<file path="src/design/hsv2rgb_pkg.sv">
// ----------------------------------------------------------------------------
// hsv2rgb_pkg
// Shared types and constants for the HSV to RGB pixel converter.
// ----------------------------------------------------------------------------
package hsv2rgb_pkg;

  localparam int FRAC_BITS = 16;
  localparam int CHAN_W    = FRAC_BITS + 1;

  typedef logic [CHAN_W-1:0]    chan_t;
  typedef logic [FRAC_BITS-1:0] frac_t;

  // 1.0 in Q1.FRAC_BITS
  localparam chan_t ONE = chan_t'(1) << FRAC_BITS;

  // Hue sector, one per sixth of the color wheel
  typedef enum logic [2:0] {
    SECT_RED     = 3'd0,
    SECT_YELLOW  = 3'd1,
    SECT_GREEN   = 3'd2,
    SECT_CYAN    = 3'd3,
    SECT_BLUE    = 3'd4,
    SECT_MAGENTA = 3'd5
  } sector_t;

  typedef struct packed {
    chan_t hue;
    chan_t saturation;
    chan_t brightness;
    chan_t opacity_in;
  } hsv_word_t;

  typedef struct packed {
    chan_t red;
    chan_t green;
    chan_t blue;
    chan_t opacity_out;
  } rgb_word_t;

endpackage

</file>
<file path="src/design/hsv2rgb_fxmul.sv">
// ----------------------------------------------------------------------------
// hsv2rgb_fxmul
// Registered fixed point multiply, product truncated by FRAC_BITS.
// ----------------------------------------------------------------------------
module hsv2rgb_fxmul (
  input  logic               clk,
  input  logic               en,
  input  hsv2rgb_pkg::chan_t a,
  input  hsv2rgb_pkg::chan_t b,
  output hsv2rgb_pkg::chan_t y
);
  import hsv2rgb_pkg::*;

  logic [2*CHAN_W-1:0] prod;

  assign prod = {{CHAN_W{1'b0}}, a} * {{CHAN_W{1'b0}}, b};

  // both operands are at most ONE, so the shifted product fits CHAN_W bits
  always_ff @(posedge clk) begin
    if (en) begin
      y <= prod[FRAC_BITS +: CHAN_W];
    end
  end

endmodule

</file>
<file path="src/design/hsv_to_rgb_pixel_convert_core.sv">
// ----------------------------------------------------------------------------
// hsv_to_rgb_pixel_convert_core
// Streaming HSV plus alpha to RGB plus alpha converter, Q1.16 channels.
// ----------------------------------------------------------------------------
// Usage:
//   Input channel hsv_valid / hsv_ready / hsv carries one HSV word per
//   handshake; output channel rgb_valid / rgb_ready / rgb returns one RGB
//   word for each input word, in order.
//   Hue, saturation and brightness above 1.0 are clamped to 1.0; alpha is
//   copied unchanged.
// Pipeline: four register stages from input handshake to rgb_valid, the
//   first loaded at the accepting edge.
//   stage 1: clamp, hue*6, sector and fraction
//   stage 2: s*f, s*(1-f), v*(1-s)   (three multipliers)
//   stage 3: q and t                 (two multipliers)
//   stage 4: sector routing into the output register
// Throughput: one word per cycle while rgb_ready stays high; every stage
//   can take a new word in the cycle its current word moves on.
// Reset: rst (synchronous) empties all four stages; payload regs are not
//   cleared.
// Stall: when rgb_ready is low, the stages fill up behind the output
//   register; hsv_ready drops only once every stage holds a word. Nothing
//   is dropped or repeated.
// ----------------------------------------------------------------------------
module hsv_to_rgb_pixel_convert_core (
  input  logic                   clk,
  input  logic                   rst,
  input  logic                   hsv_valid,
  output logic                   hsv_ready,
  input  hsv2rgb_pkg::hsv_word_t hsv,
  output logic                   rgb_valid,
  input  logic                   rgb_ready,
  output hsv2rgb_pkg::rgb_word_t rgb
);
  import hsv2rgb_pkg::*;

  // stage valids and enables; a stage loads when empty or when it drains
  logic vld1, vld2, vld3;
  logic en1, en2, en3, en4;

  assign en4       = !rgb_valid || rgb_ready;
  assign en3       = !vld3 || en4;
  assign en2       = !vld2 || en3;
  assign en1       = !vld1 || en2;
  assign hsv_ready = en1;

  // ---------------- stage 1: clamp, hue*6, sector ----------------
  chan_t                h_c, s_c, v_c;
  logic [CHAN_W+1:0]    h6;
  logic [2:0]           ipart;
  sector_t              sect_c;

  assign h_c = (hsv.hue        > ONE) ? ONE : hsv.hue;
  assign s_c = (hsv.saturation > ONE) ? ONE : hsv.saturation;
  assign v_c = (hsv.brightness > ONE) ? ONE : hsv.brightness;

  // h*6 = h*4 + h*2; integer part is 0..6, six wraps to sector 0
  assign h6    = {h_c, 2'b00} + {1'b0, h_c, 1'b0};
  assign ipart = h6[FRAC_BITS +: 3];

  always_comb begin
    case (ipart)
      3'd1:    sect_c = SECT_YELLOW;
      3'd2:    sect_c = SECT_GREEN;
      3'd3:    sect_c = SECT_CYAN;
      3'd4:    sect_c = SECT_BLUE;
      3'd5:    sect_c = SECT_MAGENTA;
      default: sect_c = SECT_RED;
    endcase
  end

  chan_t   s1, v1, a1, oms1;
  frac_t   f1;
  sector_t sect1;
  logic    grey1;

  always_ff @(posedge clk) begin
    if (rst) begin
      vld1 <= 1'b0;
    end else if (en1) begin
      vld1 <= hsv_valid;
    end
    if (en1) begin
      s1    <= s_c;
      v1    <= v_c;
      a1    <= hsv.opacity_in;
      oms1  <= ONE - s_c;
      f1    <= h6[FRAC_BITS-1:0];
      sect1 <= sect_c;
      grey1 <= (s_c == '0);
    end
  end

  // ---------------- stage 2: first products ----------------
  chan_t   sf2, s1f2, p2;
  chan_t   v2, a2;
  sector_t sect2;
  logic    grey2;

  hsv2rgb_fxmul u_mul_sf (
    .clk (clk), .en (en2), .a (s1), .b ({1'b0, f1}), .y (sf2)
  );

  hsv2rgb_fxmul u_mul_s1f (
    .clk (clk), .en (en2), .a (s1), .b (ONE - {1'b0, f1}), .y (s1f2)
  );

  hsv2rgb_fxmul u_mul_p (
    .clk (clk), .en (en2), .a (v1), .b (oms1), .y (p2)
  );

  always_ff @(posedge clk) begin
    if (rst) begin
      vld2 <= 1'b0;
    end else if (en2) begin
      vld2 <= vld1;
    end
    if (en2) begin
      v2    <= v1;
      a2    <= a1;
      sect2 <= sect1;
      grey2 <= grey1;
    end
  end

  // ---------------- stage 3: q and t ----------------
  chan_t   q3, t3, p3, v3, a3;
  sector_t sect3;
  logic    grey3;

  hsv2rgb_fxmul u_mul_q (
    .clk (clk), .en (en3), .a (v2), .b (ONE - sf2), .y (q3)
  );

  hsv2rgb_fxmul u_mul_t (
    .clk (clk), .en (en3), .a (v2), .b (ONE - s1f2), .y (t3)
  );

  always_ff @(posedge clk) begin
    if (rst) begin
      vld3 <= 1'b0;
    end else if (en3) begin
      vld3 <= vld2;
    end
    if (en3) begin
      p3    <= p2;
      v3    <= v2;
      a3    <= a2;
      sect3 <= sect2;
      grey3 <= grey2;
    end
  end

  // ---------------- stage 4: sector routing ----------------
  rgb_word_t rgb_next;

  always_comb begin
    rgb_next.opacity_out = a3;
    if (grey3) begin
      rgb_next.red   = v3;
      rgb_next.green = v3;
      rgb_next.blue  = v3;
    end else begin
      case (sect3)
        SECT_RED: begin
          rgb_next.red = v3; rgb_next.green = t3; rgb_next.blue = p3;
        end
        SECT_YELLOW: begin
          rgb_next.red = q3; rgb_next.green = v3; rgb_next.blue = p3;
        end
        SECT_GREEN: begin
          rgb_next.red = p3; rgb_next.green = v3; rgb_next.blue = t3;
        end
        SECT_CYAN: begin
          rgb_next.red = p3; rgb_next.green = q3; rgb_next.blue = v3;
        end
        SECT_BLUE: begin
          rgb_next.red = t3; rgb_next.green = p3; rgb_next.blue = v3;
        end
        default: begin
          rgb_next.red = v3; rgb_next.green = p3; rgb_next.blue = q3;
        end
      endcase
    end
  end

  always_ff @(posedge clk) begin
    if (rst) begin
      rgb_valid <= 1'b0;
    end else if (en4) begin
      rgb_valid <= vld3;
    end
    if (en4) begin
      rgb <= rgb_next;
    end
  end

  // ---------------- assertions ----------------
  // color channels never leave 0..1.0
  a_rgb_range: assert property (@(posedge clk) disable iff (rst)
    rgb_valid |-> (rgb.red <= ONE) && (rgb.green <= ONE) && (rgb.blue <= ONE))
    else $error("rgb channel above 1.0");

  // a grey word leaves with equal channels
  a_grey: assert property (@(posedge clk) disable iff (rst)
    (vld3 && grey3 && en4) |=> (rgb.red == rgb.green) && (rgb.green == rgb.blue))
    else $error("grey word not grey");

  // a stalled word in stage 3 is kept
  a_hold3: assert property (@(posedge clk) disable iff (rst)
    (vld3 && !en4) |=> vld3)
    else $error("stage 3 word lost during stall");

  // input backpressure only when the whole pipe is full
  a_full: assert property (@(posedge clk) disable iff (rst)
    !hsv_ready |-> (vld1 && vld2 && vld3 && rgb_valid && !rgb_ready))
    else $error("hsv_ready low with a free stage");

endmodule
</file>
<file path="config.mk">
export PLATFORM = sky130hd
export DESIGN_NAME = hsv_to_rgb_pixel_convert_core
export DESIGN_NICKNAME = d
export VERILOG_FILES = /design/src/design/hsv2rgb_pkg.sv /design/src/design/hsv2rgb_fxmul.sv /design/src/design/hsv_to_rgb_pixel_convert_core.sv
export SDC_FILE = /design/constraint.sdc
export NUM_CORES = 2
export LEC_CHECK = 0
export ABC_AREA = 1
export BUFFER_PORTS_ARGS = -buffer_cell sky130_fd_sc_hd__buf_2
export CAP_MARGIN = 20
export CORE_AREA = 2 2 415 499
export DETAILED_ROUTE_END_ITERATION = 12
export DIE_AREA = 0 0 417 501
export SETUP_SLACK_MARGIN = 0.15
export SYNTH_ARGS = -nofsm -noshare
export SYNTH_HDL_FRONTEND = slang
export SYNTH_HIERARCHICAL = 1
export SYNTH_SLANG_ARGS = --single-unit
</file>
<file path="constraint.sdc">
create_clock -name clk -period 7.6 [get_ports clk]
set_clock_uncertainty 0.15 [all_clocks]
set_input_delay 0.76 -clock clk [delete_from_list [all_inputs] [get_ports clk]]
set_output_delay 0.76 -clock clk [all_outputs]
set_load 0.01 [all_outputs]
</file>
# [Word level (Yosys, flattened, before mapping)]
# Index checks and enable logic that the tools add are counted.
[totals] regBits=338 elab_cells=66 out_inout_bits=70
[op_classes] n_mul=5 eq_ne=9 magnitude_cmp=3 add_sub_neg=5 n_mux=5 n_reduce_logical=10
[ops] operator="$pmux W51 S5" count=1
[ops] operator="$mul A17 B17 Y33" count=4
[ops] operator="$gt A17 B17 Y1 const B" count=3
[ops] operator="$mux W51" count=1
[ops] operator="$sub A17 B17 Y17 const A" count=3
[ops] operator="$mux W17" count=2
[ops] operator="$mul A17 B16 Y33" count=1
[ops] operator="$add A19 B18 Y19" count=1
[ops] operator="$logic_not A17 Y1" count=1
[ops] operator="$sub A17 B16 Y17 const A" count=1
[ops] operator="$pmux W3 S5" count=1
[ops] operator="$eq A3 B2 Y1 const B" count=4
[ops] operator="$eq A3 B3 Y1 const B" count=3
[ops] operator="$eq A3 B1 Y1 const B" count=2
[ops] operator="$logic_not A1 Y1" count=4
[ops] operator="$logic_or A1 B1 Y1" count=4
[ops] operator="$logic_not A3 Y1" count=1

# [Depth between registers and ports, before layout]
[logic_depth] word_depth=5 mapped_depth=35

# [Cells and area by module]
# The synthesis kept the hierarchy.
[modules_own_cells] mod="hsv2rgb_fxmul at u_mul_s1f ..." cells_each=1431 seq_area_each_um2=510.5 n_inst=2 area_each_um2=10613.9
[modules_own_cells] mod="hsv_to_rgb_pixel_convert_core" cells_each=1147 seq_area_each_um2=7497.2 n_inst=1 area_each_um2=11980.2
[modules_own_cells] mod="hsv2rgb_fxmul at u_mul_t" cells_each=1431 seq_area_each_um2=510.5 n_inst=1 area_each_um2=10598.9
[modules_own_cells] mod="hsv2rgb_fxmul at u_mul_q" cells_each=1439 seq_area_each_um2=510.5 n_inst=1 area_each_um2=10588.9
[modules_own_cells] mod="hsv2rgb_fxmul at u_mul_p" cells_each=1443 seq_area_each_um2=510.5 n_inst=1 area_each_um2=10547.6

# [Worst setup path before layout]
# Ideal clock, no wire load.
[synth_timing] path_kind="in2out" startpoint="in rgb_ready" endpoint="out hsv_ready" n_path_buf=0 required_time_ps=6690 slack_ps=519 arrival_time_ps=6171 stages=6 cell_sequence="nor2_1 inv_1 nor2_1 inv_1 nor2_1 nand2_1"
[synth_via] elab_chain_cells=4
[synth_lines] item="from (decl)" line_no="hsv_to_rgb_pixel_convert_core.sv:32" text="input logic rgb_ready,"
[synth_lines] item="$logic_or A1 B1 Y1" line_no="hsv_to_rgb_pixel_convert_core.sv:41" text="assign en4 = !rgb_valid || rgb_ready;"
[synth_lines] item="via en4" line_no="hsv_to_rgb_pixel_convert_core.sv:39" text="logic en1, en2, en3, en4;"
[synth_lines] item="$logic_or A1 B1 Y1" line_no="hsv_to_rgb_pixel_convert_core.sv:42" text="assign en3 = !vld3 || en4;"
[synth_lines] item="via en3" line_no="hsv_to_rgb_pixel_convert_core.sv:39"
[synth_lines] item="$logic_or A1 B1 Y1" line_no="hsv_to_rgb_pixel_convert_core.sv:43" text="assign en2 = !vld2 || en3;"
[synth_lines] item="$logic_or A1 B1 Y1" line_no="hsv_to_rgb_pixel_convert_core.sv:44" text="assign en1 = !vld1 || en2;"
[synth_lines] item="to (decl)" line_no="hsv_to_rgb_pixel_convert_core.sv:29" text="output logic hsv_ready,"
# The timed path passes the listed nets, and every way through them passes these cells.

# [Worst setup path in the final report]
[layout_timing] startpoint="reg u_mul_sf.y[0]" endpoint="reg u_mul_q.y[12], data pin"
[layout_via] elab_chain_cells=2
[layout_lines] item="from (decl)" line_no="hsv2rgb_fxmul.sv:10" text="output hsv2rgb_pkg::chan_t y"
[layout_lines] item="from (signal assigned)" line_no="hsv2rgb_fxmul.sv:21" text="y <= prod[FRAC_BITS +: CHAN_W];"
[layout_lines] item="$sub A17 B17 Y17" line_no="hsv_to_rgb_pixel_convert_core.sv:132" text=".clk (clk), .en (en3), .a (v2), .b (ONE - sf2), .y (q3)"
[layout_lines] item="$mul A17 B17 Y33" line_no="hsv2rgb_fxmul.sv:16" text="assign prod = {{CHAN_W{1'b0}}, a} * {{CHAN_W{1'b0}}, b};"
[layout_lines] item="via u_mul_q.prod[28]" line_no="hsv2rgb_fxmul.sv:14" text="logic [2*CHAN_W-1:0] prod;"
[layout_lines] item="to (signal assigned)" line_no="hsv2rgb_fxmul.sv:21"
[layout_lines] item="to (decl)" line_no="hsv2rgb_fxmul.sv:10"
# The timed path passes the listed nets, and every way through them passes these cells.
# A chain may end at the register's enable or synchronous reset.

==> impl_metrics.toml <==
[sta]
tns_ns = 0
period_share = 0.929
setup_violations = 0
rsz0062_at_grt = "yes"
finalHoldViolations = 0
max_freq_ghz = 0.142
slew_headroom = 0.187
hold_slack_ns = 0.169
tightest_slew_ns = 1.22
slew_violations = 0
final.min_clock_period_ns = 7.06

[yosys]
synth_fa_ha_area_frac = 0.442
synth_top_flop_cell = "edfxtp_1"
async_flop_share = 0
synthMuxAreaShare = 0
synth_top_family_by_area = "adder cells"
synth-seq-area-share = 0.155
syn_inst = 8322
synth_edf_count = 332
synth_compound_area_frac = 0.0414
syn_area_um2 = 64900
synthSimpleGateAreaFrac = 0.189
syn_avg_cell_area_um2 = 7.80
synth.distinct_cells = 55
synth.ff_latch_count = 336
synth_xor_area_frac = 0.0133
synth_warnings = 6

[drt]
drtIter0Drc = 3055
firstDrtPassIters = 5
viasPerCell = 4.67
finalWirelength_um = 187000
via_count = 51400
drc = 0
ant_nets = 0
wl_per_cell_um = 17.0

[global_route]
grt_overflow = 0
grt_pass1_wl_um = 299000
grt_usage = 0.181
antenna_found_initial = 2
grt_pass1_vias = 55300
grt_max_degree = 77

[placed_design]
gp_congestion = 0.919
portBuffers = 141
placed_area_um2 = 68900
dpl.cell_count = 10900
dp_hpwl_um = 151000

[setup_path]
worstPathArrival_ns = 7.28
max_stage_delay_ns = 0.55
crit_type = "flop to flop"
rr_endpoint = "u_mul_q/y[12]"
rrSetupSlack_ns = 0.54
rr_startpoint = "u_mul_sf/y[0]"
worstSetupStartpoint = "u_mul_sf/y[0]"
cpMaxStageDelayCell = "fa_1"
cp.required_ns = 7.82
endpoint = "u_mul_q/y[12]"
cp-end-kind = "flop"
cp_max_fo = 17
reg2regPathDepth = 31
crit_top_cell = "nand2_1"
start_kind = "flop"

[cells_and_area]
drive_gt1_frac = 0.0704
fill_cells = 21200
syn2layout_area_growth_pct = 8.45
multi_input_area_um2 = 44700
final_cell_mix = "inv_1, nand2_1, fa_1, ha_1, edfxtp_1"
final-seq-area_um2 = 10000
nets = 10000
final_area_um2 = 70400
final_common_cell = "inv_1"
fin_cells = 11000

[floorplan]
core_um2 = 204000
die_w_um = 417
start_util = 0.318
pin_count = 142
rows = 182
die_h_um = 501
dieArea_um2 = 209000

[clocking]
insertion_delay_ns = 0.65
cts_buffers = 39
htree_levels = 2
cts_sinks = 336
cts_root_buffer = "clkbuf_16"
clk_pin_slew_ns = 0.06
clk_path_buf_depth = 3
cts_tree = "built"

[status]
outcome = "finished, final reports clean"

[hold_path]
hp-class = "primary input to flop"

[job]
maxCapViolations = 0
## flip-flops by register name, indices dropped and copies added (netlist names), 15 cells and up
register,count
u_mul_p/y,17
f1,15
u_mul_t/y,17
v2,17
v3,17
s1,17
rgb,68
p3,17
u_mul_q/y,17
oms1,16
a2,17
u_mul_sf/y,17
a1,17
u_mul_s1f/y,17
v1,17
a3,17
## what timing repair did
| item | in CTS | in global routing |
|---|---|---|
| setup endpoints to repair | 0 | 49 |
| setup buffers | 0 | 6 |
| hold buffers | 0 | 0 |
| gates resized for setup | 0 | 32 |
## worst max-delay path, delay by kind of cell, from the launching register on
family                     cells  cell delay (ns)
adders and majority gates      8             3.49
buffers and inverters          8             0.71
DFF                            1             0.42
AOI/OAI and AO/OA              1             0.17
and+or+nand+nor               13             1.69
xor gates and xnor gates       1             0.16
## per-layer routing
metal	up-vias	GRT usage	wire (µm)
met4	0	0.0638	6690
li1	24000	-	-
met3	378	0.0175	9520
met1	25500	0.222	76000
met2	1563	0.328	94800
met5	-	0	0
## cell usage after synthesis (4+ instances only)
| cell type | instances | area [µm²] |
|---|---|---|
| ha_1 | 524 | 6560 |
| fa_1 | 1105 | 22100 |
| nor3_2 | 11 | 110 |
| nor4_1 | 6 | 37.5 |
| clkbuf_1 | 352 | 1320 |
| buf_2 | 13 | 65.1 |
| o21ai_1 | 32 | 160 |
| nor4_2 | 8 | 100 |
| a31oi_1 | 4 | 25.0 |
| a21o_1 | 5 | 37.5 |
| inv_1 | 2367 | 8880 |
| nor2_4 | 17 | 191 |
| and3_1 | 6 | 37.5 |
| xor2_1 | 56 | 490 |
| nor2_1 | 275 | 1030 |
| o21bai_1 | 17 | 128 |
| o2111ai_1 | 4 | 35.0 |
| o21ai_0 | 169 | 846 |
| edfxtp_1 | 332 | 9970 |
| dfxtp_1 | 4 | 80.1 |
| nand3_2 | 6 | 60.1 |
| a22oi_1 | 22 | 165 |
| nand4_1 | 31 | 194 |
| nand2b_1 | 4 | 25.0 |
| nand3_1 | 149 | 746 |
| nand2_2 | 59 | 369 |
| a21oi_1 | 210 | 1050 |
| a21oi_4 | 4 | 65.1 |
| nor2_2 | 47 | 294 |
| inv_2 | 19 | 71.3 |
| nor3_1 | 41 | 205 |
| o22ai_1 | 9 | 56.3 |
| xnor2_1 | 37 | 324 |
| nand2_1 | 2343 | 8790 |
## cells by family (layout without fill, tap and decap cells)
kind of cell,after synthesis,after routing
AOI/OAI and AO/OA,490,490
and+or+nand+nor,3012,3012
buffers and inverters,2758,2777
xor gates and xnor gates,96,96
DFF,336,336
adders and majority gates,1629,1629
other,1,4
## worst min-delay path by stage
stage,startpoint,to,slack [ns],cells past startpoint
global placement,a2[1],a3[1],0.25,0
detailed placement,a2[0],a3[0],0.25,0
floorplan,a1[0],a2[0],0.25,0
finish,hsv[4],a1[4],0.17,1
CTS,hsv[12],a1[12],0.12,1
global route,hsv[15],a1[15],0.14,1
## per-stage QoR
step | util | worst slack [ns]
4_1_cts | 0.344 | 0.163
3_5_place_dp | 0.337 | 0.178
2_1_floorplan | - | 0.519
3_3_place_gp | 0.337 | 0.273
6_report | 0.345 | 0.539
5_1_grt | 0.345 | 0.131
## layout make-up
| type | instances | share of cell area |
|---|---|---|
| antenna | 1 | 0.0000355 |
| clock buffer | 46 | 0.0142 |
| clock inverter | 25 | 0.00384 |
| inverter | 2389 | 0.127 |
| multi-input combinational | 5230 | 0.634 |
| sequential | 336 | 0.143 |
| tap | 2668 | 0.0474 |
| timing repair buffer | 317 | 0.0303 |
Power is left out: the tool's default activity adds up to more than one toggle a clock period on the data nets, which glitch-free logic cannot reach.
